==> src/rtl/cis_pkg.sv <==
// cis_pkg: shared types, character codes and classifiers for the C identifier scanner.
// Used by cis_scan_step and c_identifier_scanner; depends on nothing else.
package cis_pkg;

   typedef enum logic [3:0] {
      MODE_NEUTRAL    = 4'd0,
      MODE_TOKEN      = 4'd1,
      MODE_STRING     = 4'd2,
      MODE_STRING_ESC = 4'd3,
      MODE_CHAR       = 4'd4,
      MODE_CHAR_ESC   = 4'd5,
      MODE_SLASH      = 4'd6,
      MODE_BLOCK      = 4'd7,
      MODE_BLOCK_STAR = 4'd8,
      MODE_LINE       = 4'd9
   } mode_type;

   typedef enum logic [1:0] {
      WARN_NONE   = 2'd0,
      WARN_STRING = 2'd1,
      WARN_CHAR   = 2'd2
   } warn_type;

   localparam logic [7:0] CH_UNDERSCORE = 8'h5F;
   localparam logic [7:0] CH_SLASH      = 8'h2F;
   localparam logic [7:0] CH_STAR       = 8'h2A;
   localparam logic [7:0] CH_BACKSLASH  = 8'h5C;
   localparam logic [7:0] CH_DQUOTE     = 8'h22;
   localparam logic [7:0] CH_SQUOTE     = 8'h27;
   localparam logic [7:0] CH_NEWLINE    = 8'h0A;

   typedef struct packed {
      logic [7:0] token_byte;
      logic       token_byte_valid;
      logic       token_begins;
      logic       token_ends;
      warn_type   warning_code;
   } result_type;

   function automatic logic is_letter(input logic [7:0] c);
      return ((c >= 8'h41) && (c <= 8'h5A)) || ((c >= 8'h61) && (c <= 8'h7A));
   endfunction

   function automatic logic is_digit(input logic [7:0] c);
      return (c >= 8'h30) && (c <= 8'h39);
   endfunction

endpackage

==> src/rtl/c_identifier_scanner.sv <==
// c_identifier_scanner: top level; streams C source bytes in, identifier bytes out.
// Depends on cis_pkg and cis_scan_step.
//
//   channel | dir | payload                                         | accept
//   req_    | in  | tdata[7:0] source_byte, tlast end_of_input      | tvalid & tready
//   rsp_    | out | tdata[7:0] token_byte, tuser flags + warning    | tvalid & tready
//
// One request in, one response out. The request is
// held in an input register, the scanner step runs between it and the
// response register, and the mode register updates when the response loads.
// Throughput is one request per cycle while rsp_tready does not stall; the
// mode register feedback through the step logic is the only loop.
// Reset (synchronous, active high) empties both registers and sets the
// scanner to neutral. A stalled rsp_tready holds the response; one more
// request is still taken into the input register before req_tready drops.
module c_identifier_scanner (
   input  logic       clock,
   input  logic       reset,
   // request channel
   input  logic       req_tvalid,
   output logic       req_tready,
   input  logic [7:0] req_tdata,   // [7:0] source_byte
   input  logic       req_tlast,   // end_of_input
   // response channel
   output logic       rsp_tvalid,
   input  logic       rsp_tready,
   output logic [7:0] rsp_tdata,   // [7:0] token_byte
   output logic [4:0] rsp_tuser    // [0] token_byte_valid, [1] token_begins,
                                   // [2] token_ends, [4:3] warning_code
);

   // input register
   logic                in_valid_ff;
   logic                in_valid_in;
   logic [7:0]          in_byte_ff;
   logic                in_eoi_ff;

   // response register
   logic                rsp_valid_ff;
   logic                rsp_valid_in;
   cis_pkg::result_type rsp_result_ff;

   // scanner mode
   cis_pkg::mode_type   mode_ff;
   cis_pkg::mode_type   mode_in;

   cis_pkg::mode_type   step_mode;
   cis_pkg::result_type step_result;
   logic                advance;
   logic                req_accept;

   cis_scan_step u_step (
      .mode         (mode_ff),
      .source_byte  (in_byte_ff),
      .end_of_input (in_eoi_ff),
      .next_mode    (step_mode),
      .result       (step_result)
   );

   // input stage moves on when the response register is empty or draining
   assign advance    = ~rsp_valid_ff | rsp_tready;
   assign req_tready = ~in_valid_ff | advance;
   assign req_accept = req_tvalid & req_tready;

   always_comb begin
      in_valid_in  = in_valid_ff;
      rsp_valid_in = rsp_valid_ff;
      mode_in      = mode_ff;
      if (advance) begin
         rsp_valid_in = in_valid_ff;
         if (in_valid_ff) begin
            mode_in = step_mode;
         end
      end
      if (req_tready) begin
         in_valid_in = req_tvalid;
      end
   end

   always_ff @(posedge clock) begin
      if (reset) begin
         in_valid_ff  <= 1'b0;
         rsp_valid_ff <= 1'b0;
         mode_ff      <= cis_pkg::MODE_NEUTRAL;
      end else begin
         in_valid_ff  <= in_valid_in;
         rsp_valid_ff <= rsp_valid_in;
         mode_ff      <= mode_in;
      end
   end

   // payload, no reset
   always_ff @(posedge clock) begin
      if (req_accept) begin
         in_byte_ff <= req_tdata;
         in_eoi_ff  <= req_tlast;
      end
      if (advance && in_valid_ff) begin
         rsp_result_ff <= step_result;
      end
   end

   assign rsp_tvalid = rsp_valid_ff;
   assign rsp_tdata  = rsp_result_ff.token_byte;
   assign rsp_tuser  = {rsp_result_ff.warning_code,
                        rsp_result_ff.token_ends,
                        rsp_result_ff.token_begins,
                        rsp_result_ff.token_byte_valid};

endmodule

==> src/rtl/cis_scan_step.sv <==
// cis_scan_step: next-mode and result logic for one source byte.
// Purely combinational; uses cis_pkg types and classifiers.
module cis_scan_step (
   input  cis_pkg::mode_type   mode,
   input  logic [7:0]          source_byte,
   input  logic                end_of_input,
   output cis_pkg::mode_type   next_mode,
   output cis_pkg::result_type result
);

   logic letter;
   logic digit;

   assign letter = cis_pkg::is_letter(source_byte);
   assign digit  = cis_pkg::is_digit(source_byte);

   always_comb begin
      next_mode = mode;
      result    = '{token_byte: 8'd0, token_byte_valid: 1'b0, token_begins: 1'b0,
                    token_ends: 1'b0, warning_code: cis_pkg::WARN_NONE};
      if (end_of_input) begin
         result.token_ends = (mode == cis_pkg::MODE_TOKEN);
         next_mode         = cis_pkg::MODE_NEUTRAL;
      end else begin
         case (mode)
            cis_pkg::MODE_NEUTRAL: begin
               if (letter || (source_byte == cis_pkg::CH_UNDERSCORE)) begin
                  next_mode               = cis_pkg::MODE_TOKEN;
                  result.token_byte       = source_byte;
                  result.token_byte_valid = 1'b1;
                  result.token_begins     = 1'b1;
               end else if (source_byte == cis_pkg::CH_SLASH) begin
                  next_mode = cis_pkg::MODE_SLASH;
               end else if (source_byte == cis_pkg::CH_DQUOTE) begin
                  next_mode = cis_pkg::MODE_STRING;
               end else if (source_byte == cis_pkg::CH_SQUOTE) begin
                  next_mode = cis_pkg::MODE_CHAR;
               end
            end
            cis_pkg::MODE_TOKEN: begin
               if (letter || digit || (source_byte == cis_pkg::CH_UNDERSCORE)) begin
                  result.token_byte       = source_byte;
                  result.token_byte_valid = 1'b1;
               end else begin
                  // terminator is consumed, not rescanned
                  result.token_ends = 1'b1;
                  next_mode         = cis_pkg::MODE_NEUTRAL;
               end
            end
            cis_pkg::MODE_STRING: begin
               if (source_byte == cis_pkg::CH_BACKSLASH) begin
                  next_mode = cis_pkg::MODE_STRING_ESC;
               end else if (source_byte == cis_pkg::CH_DQUOTE) begin
                  next_mode = cis_pkg::MODE_NEUTRAL;
               end else if (source_byte == cis_pkg::CH_NEWLINE) begin
                  next_mode           = cis_pkg::MODE_NEUTRAL;
                  result.warning_code = cis_pkg::WARN_STRING;
               end
            end
            cis_pkg::MODE_STRING_ESC: begin
               next_mode = cis_pkg::MODE_STRING;
            end
            cis_pkg::MODE_CHAR: begin
               if (source_byte == cis_pkg::CH_BACKSLASH) begin
                  next_mode = cis_pkg::MODE_CHAR_ESC;
               end else if (source_byte == cis_pkg::CH_SQUOTE) begin
                  next_mode = cis_pkg::MODE_NEUTRAL;
               end else if (source_byte == cis_pkg::CH_NEWLINE) begin
                  next_mode           = cis_pkg::MODE_NEUTRAL;
                  result.warning_code = cis_pkg::WARN_CHAR;
               end
            end
            cis_pkg::MODE_CHAR_ESC: begin
               next_mode = cis_pkg::MODE_CHAR;
            end
            cis_pkg::MODE_SLASH: begin
               if (source_byte == cis_pkg::CH_STAR) begin
                  next_mode = cis_pkg::MODE_BLOCK;
               end else if (source_byte == cis_pkg::CH_SLASH) begin
                  next_mode = cis_pkg::MODE_LINE;
               end else if (letter) begin
                  // underscore does not start a token here
                  next_mode               = cis_pkg::MODE_TOKEN;
                  result.token_byte       = source_byte;
                  result.token_byte_valid = 1'b1;
                  result.token_begins     = 1'b1;
               end else begin
                  next_mode = cis_pkg::MODE_NEUTRAL;
               end
            end
            cis_pkg::MODE_BLOCK: begin
               if (source_byte == cis_pkg::CH_STAR) begin
                  next_mode = cis_pkg::MODE_BLOCK_STAR;
               end
            end
            cis_pkg::MODE_BLOCK_STAR: begin
               if (source_byte == cis_pkg::CH_SLASH) begin
                  next_mode = cis_pkg::MODE_NEUTRAL;
               end else if (source_byte != cis_pkg::CH_STAR) begin
                  next_mode = cis_pkg::MODE_BLOCK;
               end
            end
            cis_pkg::MODE_LINE: begin
               if (source_byte == cis_pkg::CH_NEWLINE) begin
                  next_mode = cis_pkg::MODE_NEUTRAL;
               end
            end
            default: begin
               next_mode = cis_pkg::MODE_NEUTRAL;
            end
         endcase
      end
   end

endmodule

==> config.mk <==
export PLATFORM = sky130hd
export DESIGN_NAME = c_identifier_scanner
export DESIGN_NICKNAME = d
export VERILOG_FILES = /design/src/rtl/cis_pkg.sv /design/src/rtl/c_identifier_scanner.sv /design/src/rtl/cis_scan_step.sv
export SDC_FILE = /design/constraint.sdc
export NUM_CORES = 1
export LEC_CHECK = 0
export BUFFER_PORTS_ARGS = -buffer_cell sky130_fd_sc_hd__buf_2
export CAP_MARGIN = 20
export CORE_UTILIZATION = 45
export CTS_BUF_LIST = sky130_fd_sc_hd__clkbuf_8
export CTS_CLUSTER_DIAMETER = 40
export CTS_CLUSTER_SIZE = 30
export DETAILED_ROUTE_END_ITERATION = 16
export GPL_TIMING_DRIVEN = 0
export PLACE_DENSITY_LB_ADDON = 0.2
export SYNTH_ARGS = -nofsm -noshare
export SYNTH_HDL_FRONTEND = slang
export SYNTH_SLANG_ARGS = --single-unit
export TNS_END_PERCENT = 1
==> constraint.sdc <==
create_clock -name clock -period 4.05 [get_ports clock]
set_input_delay 0.81 -clock clock [delete_from_list [all_inputs] [get_ports clock]]
set_output_delay 0.81 -clock clock [all_outputs]
set_load 0.05 [all_outputs]
==> results of run 1 <==
cell type report:
class / count / area, um^2
fill: 280 / 1360
sequential: 28 / 781
multi-input combinational: 107 / 688
timing repair buffer: 28 / 143
tap: 44 / 55.1
clock buffer: 3 / 41.3
buffer: 8 / 40.0
inverter: 5 / 18.8
clock inverter: 1 / 3.75
critical path, cell delays in order, from the launching register on:
cell      delay [ns]
edfxtp_1        0.44
nor3_1          0.52
and2_1          0.24
o211ai_1        0.17
a221oi_2        0.53
nor2_1          0.11
a22o_1          0.25
layout by cell type, fill, tap and decap left out, drive strengths merged, types with 3 or more instances in the layout:
cell    count
buf        31
and2        4
clkbuf      8
nand3       4
a21oi       8
nor4b       6
nor3        4
o211ai      4
edfxtp     22
dfxtp       6
nor2b      10
nor2       13
o21ai       5
nand2       8
or3         4
inv         5
nor4        3
nand4       4
metrics by stage:
stage | power, mW | hold WS, ns | setup WS [ns]
floorplan | 0.401 | 0.478 | 1.53
global placement | 0.424 | 0.500 | 0.962
detailed placement | 0.426 | 0.515 | 1.63
CTS | 0.576 | 0.528 | 1.71
global route | 0.593 | 0.574 | 1.47
finish | 0.571 | 0.518 | 1.69
logic make-up (layout without fill, tap and decap cells):
group / after synthesis / in the layout / share of synthesized area (%)
flops: 28 / 28 / 51.1
fa+ha+maj: 1 / 1 / 0.655
buf+inv: 13 / 45 / 3.85
compound gates: 32 / 32 / 15.0
simple gates: 73 / 73 / 29.2
other cells: 1 / 1 / 0.245
power groups by stage:
| stage | registers (mW) | logic [mW] | clock network [mW] |
|---|---|---|---|
| after floorplan | 0.363 | 0.0380 | 0 |
| after global placement | 0.339 | 0.0844 | 0 |
| after detailed placement | 0.340 | 0.0863 | 0 |
| after CTS | 0.333 | 0.0864 | 0.156 |
| after global routing | 0.335 | 0.0942 | 0.163 |
| final | 0.333 | 0.0861 | 0.151 |
cells in the mapped netlist (5+ instances only):
cell type  instances
a21oi_1            8
clkbuf_1           5
dfxtp_1            6
edfxtp_1          22
inv_1              5
nand2_1            8
nor2_1            13
nor2b_1           10
nor4b_1            5
registers in the layout (all words and copies together) (netlist names):
name         count
rsp_tdata        8
rsp_tvalid       1
rsp_tuser        5
in_byte_ff       8
in_valid_ff      1
mode_ff          4
in_eoi_ff        1
worst paths after layout:
kind,cells after the start,to,slack [ns],start
max,6,mode_ff[0]$_SDFFE_PP0P_,1.69,in_byte_ff[3]$_DFFE_PP_
min,2,rsp_tvalid$_SDFFE_PP0P_,0.52,in_valid_ff$_SDFFE_PP0N_
max reg2reg,6,mode_ff[0]$_SDFFE_PP0P_,1.69,in_byte_ff[3]$_DFFE_PP_
min reg2reg,2,rsp_tvalid$_SDFFE_PP0P_,0.52,in_valid_ff$_SDFFE_PP0N_
per-layer routing:
layer / vias to the layer above / wire, um
met5: - / 0
met4: 0 / 87
met3: 11 / 215
met2: 63 / 1570
met1: 603 / 1450
li1: 630 / -
==> out/metrics.yaml, run 1 <==
hp-class: "flip-flop to flip-flop"
swShare_pct: 26.6
gp_congestion: 0.871
worst_pin_slew_ns: 0.681
grt_max_degree: 16
fin_tns_setup_ns: 0
slew_headroom_pct: 54.0
switchingPower_mw: 0.152
overflow: 0
final_area_um2: 1770
drt_iter0_drc: 31
layout-drive-gt1-share_pct: 21.1
grt_util_met1_pct: 27.2
crit_type: "flip-flop to flip-flop"
intPower_mw: 0.419
arrival_ns: 2.53
place_inst: 220
maxCapViolations: 0
postCtsSetupBuffers: 0
utilization_pct: 56.6
clk_pin_slew_worst_paths_ns: 0.10
combPwrFrac_pct: 15.1
synth_edf_count: 22
fin_nets: 194
finalNonFillerCells: 224
postCtsHoldBufs: 0
grt_pass1_wl_um: 5560
grtUsageTotal_pct: 21.3
diodes: 0
area_growth_pct: 15.9
crit_fanout: 7
syn_inst: 148
wl_per_cell_um: 14.8
setup_viol: 0
place_area_um2: 1730
ant_nets: 0
cts_tree: "done"
clock_latency_ns: 0.27
yosysSeqAreaShare_pct: 51.1
io_pins: 28
ys_ff_latch: 28
fin_skew_ns: 0.00990
cts.repair.resized: 0
dieArea_um2: 3630
ys_warn_count: 0
grt-busiest-layer: "met2"
fp.dieH_um: 60.3
worst_ir_drop_vdd_uv: 189
seq_power_share_pct: 58.4
power_frac_clock_pct: 26.5
route.detailed.drc: 0
cts_inserted_buffers: 3
firstDrtPassIters: 4
status: "finished clean"
cellPowerDensity_nw_per_um2: 322
ys.flop_type: "edfxtp_1"
wl_um: 3320
avgViaCountPerCell: 5.83
rsz0062_at_grt: "false"
hpwl_um: 2510
hold_viol: 0
use_met3_pct: 3.90
cts_max_path_buffers: 2
grt_pass1_vias: 1268
synth_top_area_share_pct: 43.2
period_needed_ns: 2.36
dieWidth_um: 60.3
io_buffers: 27
synth.top_cells.by_area: "edfxtp_1 43%, dfxtp_1 7.9%, nor2b_1 4.1%"
h-tree-depth: 1
met2_usage_pct: 33.4
num_vias: 1307
synth_area_um2: 1530
cts_root_buf: "clkbuf_8"
finalCritPeriodShare_pct: 58.3
avgSynthCellArea_um2: 10.3
synth_fp_nets: 161
critPathCaptureType: "flip-flop"
grt_antenna_before_repair: 0
start_util_pct: 48.8
row_count: 20
synth.distinct_cells: 46
leakage_nw: 0.604
synth_top_area_cell: "edfxtp_1"
max_freq_mhz: 424
async_reset_ff_share_pct: 0
drv_slew: 0
cts.sinks: 28
fp.coreArea_um2: 3130
critPathLaunchType: "flip-flop"
worstPathRequired_ns: 4.22
Note: power is estimated with default switching activity, not from simulation.
==> run 2, diff against run 1 <==
==> constraint.sdc (replaced) <==
create_clock -name clock -period 2.1 [get_ports clock]
set_input_delay 0.42 -clock clock [delete_from_list [all_inputs] [get_ports clock]]
set_output_delay 0.42 -clock clock [all_outputs]
set_load 0.05 [all_outputs]
==> run 2 against run 1 <==
  * The flow now finishes with violations (setup timing)
  * Combinational power up 150%
  * Die area unchanged
  * Global-route usage up 0.55 points
  * Via count up 4.4%
  * Core utilization up 8.3 points
  * Clock skew down 0.0048 ns
  * Register-to-register slack worse by 1.7 ns
  * Sequential power up 93%
  * First-iteration DRC count up 97%
  * Final cell count up 5.4%
  * Power up 120%
  * Sequential share of layout area down 5.6 points
==> out/metrics.yaml, run 2 (synthesis results as in run 1) <==
status: "finished with violations"
dieWidth_um: 60.3  # unchanged
fin_tns_setup_ns: -0.0978  # -0.0978 ns
hp-class: "primary input to flip-flop"
grt_pass1_wl_um: 5730  # +3.1%
switchingPower_mw: 0.325  # +110%
finalCritPeriodShare_pct: 103  # +44 points
intPower_mw: 0.959  # +130%
violations: "setup timing"
diodes: 0  # unchanged
hpwl_um: 2460  # -2.1%
wl_um: 3750  # +13%
grt_pass1_vias: 1251  # -1.3%
cts.sinks: 28  # unchanged
io_pins: 28  # unchanged
crit_type: "flip-flop to flip-flop"
cts_tree: "done"
slew_headroom_pct: 60.1  # +6.1 points
hold_viol: 0  # unchanged
layout_common_cells: "27 x buf_2, 22 x edfxtp_1, 13 x nor2_1, 12 x buf_4, 9 x nor2b_1"
maxCapViolations: 0  # unchanged
io_buffers: 27  # unchanged
start_util_pct: 48.8  # unchanged
drt_iter0_drc: 61  # +97%
avgViaCountPerCell: 5.78  # -0.87%
h-tree-depth: 1  # unchanged
gp_congestion: 0.931  # +6.9%
grt_antenna_before_repair: 0  # unchanged
reg2reg_slack_ns: -0.05  # -1.74 ns
postCtsHoldBufs: 0  # unchanged
area_growth_pct: 32.8
rsz0062_at_grt: "true"
grt_max_degree: 17  # +1
fin_skew_ns: 0.00512  # -0.00478 ns
ant_nets: 0  # unchanged
setup_ws_ns: -0.0536  # -1.74 ns
multiInputGateArea_um2: 811  # +18%
crit_fanout: 7  # unchanged
crit_chain: "buf_6 -> buf_4 -> nor4b_4 -> a311o_1 -> o211ai_1 -> a221oi_4 -> nor2_1 -> a22o_1"
layout_commonest_cell: "buf_2"
clock_latency_ns: 0.27  # about the same
arrival_ns: 2.33  # -0.20 ns
dieArea_um2: 3630  # unchanged
setup_viol: 3  # +3
critPathLaunchType: "flip-flop"
seq_power_share_pct: 50.2  # -8.2 points
fp.dieH_um: 60.3  # unchanged
cp_slowest_cell: "edfxtp_1"
swShare_pct: 25.3  # -1.3 points
layout-drive-gt1-share_pct: 36.5  # +15 points
row_count: 20  # unchanged
fp.coreArea_um2: 3130  # unchanged
final_area_um2: 2030  # +15%
worst_pin_slew_ns: 0.590  # -0.0906 ns
cellPowerDensity_nw_per_um2: 633  # +96%
place_area_um2: 1720  # -0.29%
slowest_delay_ns: 0.42  # -0.11 ns
area.sequential_um2: 781  # unchanged
cts_max_path_buffers: 2  # unchanged
leakage_nw: 0.724  # +20%
worstPathRequired_ns: 2.28  # -1.94 ns
combPwrFrac_pct: 16.6  # +1.5 points
fillers: 249  # -11%
wl_per_cell_um: 15.9  # +7.2%
grtUsageTotal_pct: 21.9  # +0.55 points
num_vias: 1365  # +4.4%
cts_inserted_buffers: 3  # unchanged
overflow: 0  # unchanged
worst_ir_drop_vdd_uv: 352  # +86%
firstDrtPassIters: 4  # unchanged
period_needed_ns: 2.15  # -0.206 ns
clk_pin_slew_worst_paths_ns: 0.10  # about the same
cts_root_buf: "clkbuf_8"
critPathCaptureType: "flip-flop"
route.detailed.drc: 0  # unchanged
max_freq_mhz: 464  # +9.6%
drv_slew: 0  # unchanged
fin_nets: 206  # +6.2%
power_frac_clock_pct: 33.3  # +6.8 points
## run 2: cell count changes in the layout (fill, tap and decap cells not counted), moves of 3 or more
| cell | previous run | this run |
|---|---|---|
| clkbuf_2 | 0 | 3 |
| clkbuf_1 | 5 | 1 |
| buf_4 | 1 | 12 |
| a21oi_1 | 8 | 4 |
## run 2: timing repair
action	4_1_cts	5_1_grt
cloned	0	0
pin swaps	4	8
setup buffers	7	7
gates resized for setup	10	26
endpoints found under the setup margin	12	12
## run 2: path summary, 6_finish.rpt
path | startpoint | to | cells past startpoint
min reg2reg | in_valid_ff$_SDFFE_PP0N_ | in_valid_ff$_SDFFE_PP0N_ | 2
max reg2reg | in_byte_ff[0]$_DFFE_PP_ | mode_ff[0]$_SDFFE_PP0P_ | 8
max | in_byte_ff[0]$_DFFE_PP_ | mode_ff[0]$_SDFFE_PP0P_ | 8
min | req_tlast | in_eoi_ff$_DFFE_PP_ | 1
## run 2: per-layer routing
| layer | routed length (um) | GRT usage (%) |
|---|---|---|
| met4 | 39 | 7.64 |
| met1 | 1640 | 29.4 |
| met5 | 0 | 0 |
| met2 | 1940 | 35.5 |
| met3 | 131 | 3.46 |
## run 2: critical path: cells and delay by family, from the launching register on
kind	cells	cell delay, ns
buf+inv	2	0.27
compound gates	4	0.95
simple gates	2	0.42
flops	1	0.42
## run 2: stage by stage
step | power [mW] | cells | setup WS (ns) | hold WS [ns] | util [%]
global placement | 0.818 | 219 | -0.239 | 0.496 | 55.0
finish | 1.28 | 236 | -0.0536 | 0.313 | 64.9
CTS | 1.26 | 230 | -0.0830 | 0.308 | 60.2
detailed placement | 0.819 | 219 | -0.292 | 0.521 | 55.0
floorplan | 0.773 | 148 | -0.0563 | 0.477 | -
global route | 1.33 | 236 | -0.148 | 0.305 | 64.9
## run 2: layout make-up
class | instances | share of cell area, %
Timing Repair Buffer | 40 | 11.7
Inverter | 5 | 0.925
Clock inverter | 1 | 1.48
Sequential cell | 28 | 38.5
Buffer | 8 | 2.77
Multi-Input combinational cell | 107 | 40.0
Tap cell | 44 | 2.71
Clock buffer | 3 | 2.03
## run 2: power by group through the flow
stage / combinational [mW] / sequential, mW / clock [mW]
2_1_floorplan: 0.0736 / 0.699 / 0
3_3_place_gp: 0.163 / 0.655 / 0
3_5_place_dp: 0.164 / 0.655 / 0
4_1_cts: 0.182 / 0.642 / 0.432
5_1_grt: 0.229 / 0.648 / 0.449
6_report: 0.213 / 0.644 / 0.427
==> run 3, diff against run 2 <==
--- a/config.mk
+++ b/config.mk
@@ -7,6 +7,7 @@
 export LEC_CHECK = 0
 export BUFFER_PORTS_ARGS = -buffer_cell sky130_fd_sc_hd__buf_2
 export CAP_MARGIN = 20
+export CORE_ASPECT_RATIO = 0.9
 export CORE_UTILIZATION = 45
 export CTS_BUF_LIST = sky130_fd_sc_hd__clkbuf_8
 export CTS_CLUSTER_DIAMETER = 40
==> run 3 against run 2 <==
  * The run still ends with setup timing left
  * Critical endpoint is now mode_ff[1]$_SDFFE_PP0P_
  * Worst setup slack lost 0.10 ns
  * Critical path type unchanged
  * Die area barely moved
  * Register-to-register slack got worse by 0.10 ns
  * Clock skew rose by 0.0050 ns
  * Critical path depth fell by 1
  * Non-clock buffer count fell by 10
  * Final cell count is 5.1% lower
  * Core utilization down 5.6 points
  * Count of clock-buffer cells in the layout unchanged
  * Power decreased by 3.3%
  * Cell area is 8.3% lower
==> out/metrics.yaml, run 3 (synthesis results as in run 1) <==
wl_per_cell_um: 15.4  # -2.8%
cts_tree: "done"
gp_congestion: 0.909  # -2.3%
dieArea_um2: 3630  # about the same
route.met3.wl_um: 154  # +18%
final_area_um2: 1860  # -8.3%
avgViaCountPerCell: 5.75  # -0.66%
crit_fanout: 4  # -3
layout_commonest_cell: "buf_2"
row_count: 19  # -5.0%
postCtsHoldBufs: 0  # unchanged
report.power.total_mw: 1.24  # -3.3%
dr_wl_met2_um: 1650  # -15%
setup_viol: 4  # +1
crit_type: "flip-flop to flip-flop"
io_pins: 28  # unchanged
dieWidth_um: 63.4  # +5.2%
cts_inserted_buffers: 3  # unchanged
h-tree-depth: 1  # unchanged
hpwl_um: 2490  # +1.2%
period_needed_ns: 2.26  # +0.102 ns
cts_max_path_buffers: 2  # unchanged
path_buf_inv: 1  # -1
diodes: 0  # unchanged
leakage_nw: 0.641  # -11%
status: "finished with violations"
grtUsageTotal_pct: 21.3  # -0.58 points
io_buffers: 27  # unchanged
fin_skew_ns: 0.0101  # +0.00502 ns
critPathLaunchType: "flip-flop"
cts_root_buf: "clkbuf_8"
arrival_ns: 2.44  # +0.11 ns
max_freq_mhz: 443  # -4.5%
fillers: 284  # +14%
route.detailed.drc: 0  # unchanged
critPathCaptureType: "flip-flop"
maxCapViolations: 0  # unchanged
hold_viol: 0  # unchanged
fin_nets: 196  # -4.9%
overflow: 0  # unchanged
slowest_delay_ns: 0.54  # +0.12 ns
slew_headroom_pct: 54.8  # -5.3 points
rsz0062_at_grt: "true"
wl_um: 3460  # -7.8%
layout_common_cells: "28 x buf_2, 22 x edfxtp_1, 13 x nor2_1, 9 x nor2b_1"
crit_family: "simple AND/OR/NAND/NOR gates"
grt_pass1_vias: 1236  # -1.2%
grt_max_degree: 17  # unchanged
crit_chain: "buf_6 -> or4b_4 -> or3_4 -> nand2_2 -> o21ai_2 -> a311o_1 -> a31o_1"
clk_pin_slew_worst_paths_ns: 0.10  # about the same
cts.sinks: 28  # unchanged
area_growth_pct: 21.8
place_area_um2: 1720  # -0.15%
ant_nets: 0  # unchanged
fp.dieH_um: 57.3  # -5.0%
drt_iter0_drc: 71  # +16%
cp_slowest_cell: "or4b_4"
grt_antenna_before_repair: 0  # unchanged
hp-class: "primary input to flip-flop"
fp.coreArea_um2: 3140  # +0.32%
violations: "setup timing"
start_util_pct: 48.7  # -0.16 points
worstPathRequired_ns: 2.29  # about the same
drv_slew: 0  # unchanged
layout-drive-gt1-share_pct: 27.5  # -9.0 points
num_vias: 1287  # -5.7%
setup_ws_ns: -0.156  # -0.102 ns
finalCritPeriodShare_pct: 107  # +4.9 points
cellPowerDensity_nw_per_um2: 667  # +5.5%
clock_latency_ns: 0.28  # about the same
routed.top_layer: "met4"
met1_length_um: 1570  # -4.0%
firstDrtPassIters: 4  # unchanged
worst_ir_drop_vdd_uv: 666  # +89%
worst_pin_slew_ns: 0.669  # +0.0786 ns
grt_pass1_wl_um: 5840  # +1.9%
-- run 3: routing by layer --
| metal | global-route usage (%) | vias to the layer above |
|---|---|---|
| li1 | - | 632 |
| met1 | 27.5 | 605 |
| met2 | 34.2 | 41 |
| met3 | 5.00 | 9 |
| met4 | 9.42 | 0 |
| met5 | 0 | - |
-- run 3: layout make-up --
cell class	count	area, um^2	area share, %
plain buffers	8	43.8	2.35
repair buffers	30	158	8.47
flip-flops and latches	28	781	42.0
clock buffers	3	41.3	2.22
clock inverters	1	30.0	1.61
multi-input cells	107	736	39.5
well taps	42	52.6	2.82
inverters	5	18.8	1.01
-- run 3: path summary, 6_finish.rpt --
| kind | start | endpoint | slack [ns] | cells after the start |
|---|---|---|---|---|
| min reg2reg | in_valid_ff$_SDFFE_PP0N_ | rsp_tvalid$_SDFFE_PP0P_ | 0.53 | 2 |
| max | in_byte_ff[0]$_DFFE_PP_ | mode_ff[1]$_SDFFE_PP0P_ | -0.16 | 7 |
| max reg2reg | in_byte_ff[0]$_DFFE_PP_ | mode_ff[1]$_SDFFE_PP0P_ | -0.16 | 7 |
| min | req_tdata[3] | in_byte_ff[3]$_DFFE_PP_ | 0.31 | 1 |
-- run 3: metrics by stage --
step	hold WS (ns)	TNS, ns	setup WS (ns)	util (%)	cells
after detailed placement	0.523	-1.99	-0.216	54.7	217
after global placement	0.502	-1.58	-0.187	54.7	217
after global routing	0.309	-1.15	-0.201	59.3	224
after CTS	0.309	-0.156	-0.125	58.7	224
after floorplan	0.477	-0.0563	-0.0563	-	148
final	0.314	-0.331	-0.156	59.3	224
-- run 3: worst register-to-register path, cell delays in order, from the launching register on --
cell and delay [ns]:
edfxtp_1 0.43, buf_6 0.15, or4b_4 0.54, or3_4 0.36, nand2_2 0.08, o21ai_2 0.05, a311o_1 0.33, a31o_1 0.22
-- run 3: what timing repair did --
item	in CTS	in global routing
setup endpoints to repair	12	12
setup buffers	3	0
gates cloned	0	0
resized for setup	8	4
pin swaps	1	0
-- run 3: report_power, final --
part	leakage (nW)	internal [mW]	switching [mW]	total, mW
Clock	0.0357	0.256	0.166	0.421
Combinational	0.349	0.0573	0.120	0.178
Sequential	0.257	0.626	0.0168	0.643
